File: src/rtl/rre_isqrt.sv
// pipelined integer square root, one root bit per stage
`timescale 1ns / 1ps
`default_nettype none

module rre_isqrt #(
    parameter int SIDE_W = 1
) (
    input  wire logic              i_clk,
    input  wire logic              i_rst_n,
    input  wire logic              i_en,
    input  wire logic              i_valid,
    input  wire logic [63:0]       i_rad,
    input  wire logic [SIDE_W-1:0] i_side,
    output logic                   o_valid,
    output logic [31:0]            o_root,
    output logic [SIDE_W-1:0]      o_side
);
    localparam int RAD_W  = 64;
    localparam int ROOT_W = RAD_W / 2;
    localparam int REM_W  = ROOT_W + 2;

    logic              r_v    [ROOT_W];
    logic [RAD_W-1:0]  r_rad  [ROOT_W];
    logic [REM_W-1:0]  r_rem  [ROOT_W];
    logic [ROOT_W-1:0] r_root [ROOT_W];
    logic [SIDE_W-1:0] r_side [ROOT_W];

    for (genvar s = 0; s < ROOT_W; s++) begin : g_st
        logic              src_v;
        logic [RAD_W-1:0]  src_rad;
        logic [REM_W-1:0]  src_rem;
        logic [ROOT_W-1:0] src_root;
        logic [SIDE_W-1:0] src_side;
        logic [REM_W+1:0]  cat;
        logic [REM_W+1:0]  trial;
        logic              fits;

        // stage source: ports for the first stage, previous stage otherwise
        if (s == 0) begin : g_head
            assign src_v    = i_valid;
            assign src_rad  = i_rad;
            assign src_rem  = '0;
            assign src_root = '0;
            assign src_side = i_side;
        end else begin : g_body
            assign src_v    = r_v[s-1];
            assign src_rad  = r_rad[s-1];
            assign src_rem  = r_rem[s-1];
            assign src_root = r_root[s-1];
            assign src_side = r_side[s-1];
        end

        // bring down two radicand bits and try the next root bit
        assign cat   = {src_rem, src_rad[RAD_W-1 -: 2]};
        assign trial = {2'b00, src_root, 2'b01};
        assign fits  = (cat >= trial);

        always_ff @(posedge i_clk) begin
            if (!i_rst_n) begin
                r_v[s] <= 1'b0;
            end else if (i_en) begin
                r_v[s] <= src_v;
            end
        end

        always_ff @(posedge i_clk) begin
            if (i_en) begin
                r_rem[s]  <= fits ? REM_W'(cat - trial) : REM_W'(cat);
                r_root[s] <= {src_root[ROOT_W-2:0], fits};
                r_rad[s]  <= {src_rad[RAD_W-3:0], 2'b00};
                r_side[s] <= src_side;
            end
        end
    end

    assign o_valid = r_v[ROOT_W-1];
    assign o_root  = r_root[ROOT_W-1];
    assign o_side  = r_side[ROOT_W-1];

endmodule

`default_nettype wire

File: config.mk
export PLATFORM = sky130hd
export DESIGN_NAME = rre_isqrt
export DESIGN_NICKNAME = d
export VERILOG_FILES = /design/src/rtl/rre_isqrt.sv
export SDC_FILE = /design/constraint.sdc
export NUM_CORES = 2
export LEC_CHECK = 0
export BUFFER_PORTS_ARGS = -buffer_cell sky130_fd_sc_hd__buf_2
export CORE_MARGIN = 10
export CORE_UTILIZATION = 45
export DETAILED_ROUTE_END_ITERATION = 10
export PLACE_DENSITY = 0.56
export REMOVE_ABC_BUFFERS = 1
export SLEW_MARGIN = 20
export SYNTH_ARGS = -nofsm -noshare
export SYNTH_HDL_FRONTEND = slang
export SYNTH_MEMORY_MAX_BITS = 65536
export SYNTH_SLANG_ARGS = --single-unit
File: constraint.sdc
create_clock -name i_clk -period 9.4 [get_ports i_clk]
set_clock_uncertainty 0.15 [all_clocks]
set_input_delay 0 -clock i_clk [delete_from_list [all_inputs] [get_ports i_clk]]
set_output_delay 0 -clock i_clk [all_outputs]
set_load 0.02 [all_outputs]
==> flow_results.org <==
** Status
- Result of the run :: completed

** Clock tree
- Clock buffer depth :: 4
- Hold-fix buffers, CTS :: 137
- # clock sinks :: 2,587
- For the worst-skew pair, the clock arrives at the later sink with an insertion delay of 0.88 ns.
- TritonCTS created 289 clock buffers.
- CTS root buffer :: sky130_fd_sc_hd__clkbuf_16
- Maximum level of the CTS H-tree :: 5
- Clock tree from TritonCTS :: built
- Clock transition at the registers of the reported paths :: 0.06 ns
- In this run, post-CTS repair resized a total of 0 instances.
- The number of setup buffers added after CTS is 0.

** Finish
- Register area :: 0.0777 mm^2
- Summing all multi-input logic gate instances after layout gives 0.0389 mm^2.
- Leaving out filler cells and counting taps, the final layout contains 13,370.
- Area added between synthesis and finish :: 13.3%
- Fill cells in the final layout number 22,657.
- Cells with a size suffix above 1 make up 7.62% of the layout.
- Fin util :: 51.2%
- Layout Nets :: 10,237

** Setup path
- R2r startpoint :: r_rem[0][390]
- By startpoint and endpoint, the worst setup path is classified as flop to flop.
- Crit start category :: flop
- Cell with the largest stage delay on the worst path :: sky130_fd_sc_hd__nand3b_1
- Critical Path Start :: r_rem[0][390]
- Required time of the worst setup path :: 9.83 ns
- Walking the worst path, the cells encountered are or4_1, or3_1, nor4_1, nand3_1, nand3b_1, o21ai_0, nor2_1, xor2_1.
- The largest single stage delay on the critical path is 0.84 ns.
- Worst reg2reg path depth :: 8
- The worst setup path is captured at a flop.
- In this run the worst path has a maximum fanout of 26.
- Data on the critical path arrives at its endpoint at 5.14 ns.

** Drt
- After detailed routing, the number of vias per cell comes to 5.35.
- Wire per inst :: 18.7 um
- Via count :: 71,497
- Total iterations of the first detailed-routing run :: 6
- After detailed routing, the total wire length is 250,000 um.
- DRC marker count from the first detailed-route iteration :: 5,164
- Once detail routing completed, the nets flagged for antenna violations numbered 0.
- For this run, design rule violations remaining after detail routing come to 0.

** Run
- Across the run, the number of max-cap violations was 0.

** Synth
- A synthesized cell averages 13.0 um^2.
- In the synthesized netlist the dominant register cell turns out to be sky130_fd_sc_hd__edfxtp_1.
- Count of state elements after synthesis :: 2,587
- Yosys warns :: 0
- Sequential-to-total area share from yosys stat :: 64.8%
- The cell area that synthesis handed to floorplanning was 0.120 mm^2.
- Post-synth EDFFs :: 2,586
- After synthesis, the share of flip-flops with an asynchronous set or reset is 0%.
- Cells after Synth :: 9,207
- Count of distinct cell types in the synthesized netlist :: 92

** GRT
- Total routing usage reported by global routing :: 17.0%
- Entering global routing, the biggest net connects 181 pins.
- The total overflow left after global routing is 0.
- Number of global-route vias before repair :: 71,175
- The first global-routing pass estimated 397,000 um of wire.
- The number of antenna violations at the first check in global routing is 3.

** STA
- For the finished layout, the period the worst path requires is 4.72 ns.
- Fin Setup TNS :: 0 ns
- Setup violations remaining at the end of the flow were counted as 0.
- Setup repair after global routing left no endpoint under its margin.
- The final number of max-transition violations was 0.
- Headroom to the max-slew limit came out at 27.1%.
- Final number of hold-violating endpoints :: 0
- For this run, the top clock speed supported by timing is 212 MHz.
- Transition time at the pin with the least slew margin :: 1.08 ns
- Of the available clock period, the critical path in the final layout requires 50.2%.

** Power
- The clock network is responsible for 34.0% of the overall power.
- P_int :: 24.1 mW
- Leakage :: 51.6 nW
- Sequential power share :: 46.3%
- Power spread over the standard cell area amounts to 247 mW/mm^2.
- Max rail drop VDD :: 0.155 mV
- Switching power as a share of total power :: 28.2%
- The analysis attributes to net switching a power of 9.44 mW.
- Combinational group share of total power :: 19.6%

** Die
- Chip Height :: 536 um
- The die covers 0.287 mm^2.
- The region available for standard cell placement spans 0.265 mm^2.
- For this design the top-level I/O count stands at 103.
- Initial core utilization :: 45.2%
- Horiz. Die Dim :: 536 um
- In this run the core area contains 189 standard-cell rows.

** Min path
- Path category of the worst min-delay check :: input port to flop
- Number of cells traversed by the worst hold path :: 2
- The worst hold path begins at i_en.

** Placement
- Including well taps, the total number of placed cells is 12,711.
- Number of buffer cells added on primary ports :: 102
- Final HPWL DP :: 177,000 um
- The congestion estimate from routability-driven global placement came to 0.877.
-- cells in the mapped netlist (50+ instances only) --
library cell / number / area share (%)
sky130_fd_sc_hd__edfxtp_1: 2586 / 65
sky130_fd_sc_hd__inv_1: 706 / 2.2
sky130_fd_sc_hd__nand2_1: 606 / 1.9
sky130_fd_sc_hd__a21oi_1: 598 / 2.5
sky130_fd_sc_hd__nor2_1: 563 / 1.8
sky130_fd_sc_hd__ha_1: 562 / 5.9
sky130_fd_sc_hd__o21ai_0: 443 / 1.9
sky130_fd_sc_hd__xnor2_1: 428 / 3.1
sky130_fd_sc_hd__xor2_1: 426 / 3.1
sky130_fd_sc_hd__nor3_1: 232 / 0.97
sky130_fd_sc_hd__a21o_1: 223 / 1.4
sky130_fd_sc_hd__clkbuf_1: 158 / 0.50
sky130_fd_sc_hd__nand3_1: 154 / 0.64
sky130_fd_sc_hd__nor4_1: 123 / 0.64
sky130_fd_sc_hd__nand4_1: 97 / 0.51
sky130_fd_sc_hd__or3_1: 96 / 0.50
sky130_fd_sc_hd__nand2b_1: 92 / 0.48
sky130_fd_sc_hd__and3_1: 84 / 0.44
sky130_fd_sc_hd__o21a_1: 84 / 0.53
sky130_fd_sc_hd__nor2b_1: 82 / 0.43
sky130_fd_sc_hd__mux2_2: 68 / 0.64
sky130_fd_sc_hd__o21bai_1: 59 / 0.37
sky130_fd_sc_hd__or4_1: 56 / 0.35
sky130_fd_sc_hd__a211oi_1: 52 / 0.33
sky130_fd_sc_hd__or2_2: 52 / 0.27
sky130_fd_sc_hd__o31ai_1: 50 / 0.31
-- registers in the layout (all words and copies together) (netlist names) --
register / cells
r_side: 32
r_rem: 1003
r_root: 528
r_v: 32
r_rad: 992
-- placed cells by master, fill, tap and decap left out, drive strengths merged, types with 155 or more instances in the layout --
cell / Yosys / layout
ha: 562 / 562
nor2: 563 / 563
nor3: 235 / 235
o21ai: 445 / 445
xor2: 426 / 426
nand3: 155 / 155
nand2: 606 / 606
a21o: 223 / 223
inv: 707 / 722
clkbuf: 158 / 338
xnor2: 428 / 428
a21oi: 599 / 599
edfxtp: 2586 / 2586
-- per-layer routing --
layer  up-vias  part of all wire [%]  wire, um  track usage, %
met5         -                     0         0               0
met4         0                   3.1      7640            5.33
met3       434                   3.5      8800            2.10
met2      1303                    50    124000            29.6
met1     34771                    44    110000            22.2
li1      34989                     -         -               -
-- power groups by stage --
stage / registers, mW / clock network (mW) / logic [mW]
finish: 15.5 / 11.4 / 6.59
global route: 15.7 / 12.3 / 7.38
global placement: 15.8 / 0 / 6.44
detailed placement: 15.8 / 0 / 6.51
floorplan: 15.3 / 0 / 4.80
CTS: 15.6 / 11.8 / 6.60
-- cell families after synthesis --
family	share of synthesized area, %
compound gates	9.32
xor+xnor	6.24
fa+ha+maj	5.87
buf+inv	2.81
flops	64.8
mux	0.724
other cells	0.00313
simple gates	10.2
-- through the flow --
step	area (um^2)	power [mW]	setup slack, ns	hold WS, ns
finish	136000	33.5	4.68	0.0668
global placement	125000	22.2	4.51	0.0268
detailed placement	125000	22.3	4.54	0.0282
global route	136000	35.3	4.33	0.115
floorplan	119000	20.1	3.25	-0.0511
CTS	136000	34.0	4.54	0.0507
-- layout make-up --
class	instances	area share [%]
diodes	3	0.00553
multi-input cells	5728	28.7
clock inverters	181	1.55
well taps	3533	3.26
repair buffers	291	1.79
flip-flops and latches	2587	57.2
inverters	709	1.96
clock buffers	338	5.54
-- final timing paths --
| path | endpoint | slack [ns] |
|---|---|---|
| max | r_rem[0][425] | 4.68 |
| min | r_rad[0][29] | 0.07 |
| max reg2reg | r_rem[0][425] | 4.68 |
| min reg2reg | r_rad[1][360] | 0.25 |
-- worst max-delay path, delay by kind of cell, from the launching register on --
family,cells,cell delay [ns]
flops,1,0.44
simple gates,6,3.02
xor+xnor,1,0.21
compound gates,1,0.62
Power figures use the tool's default switching activity.
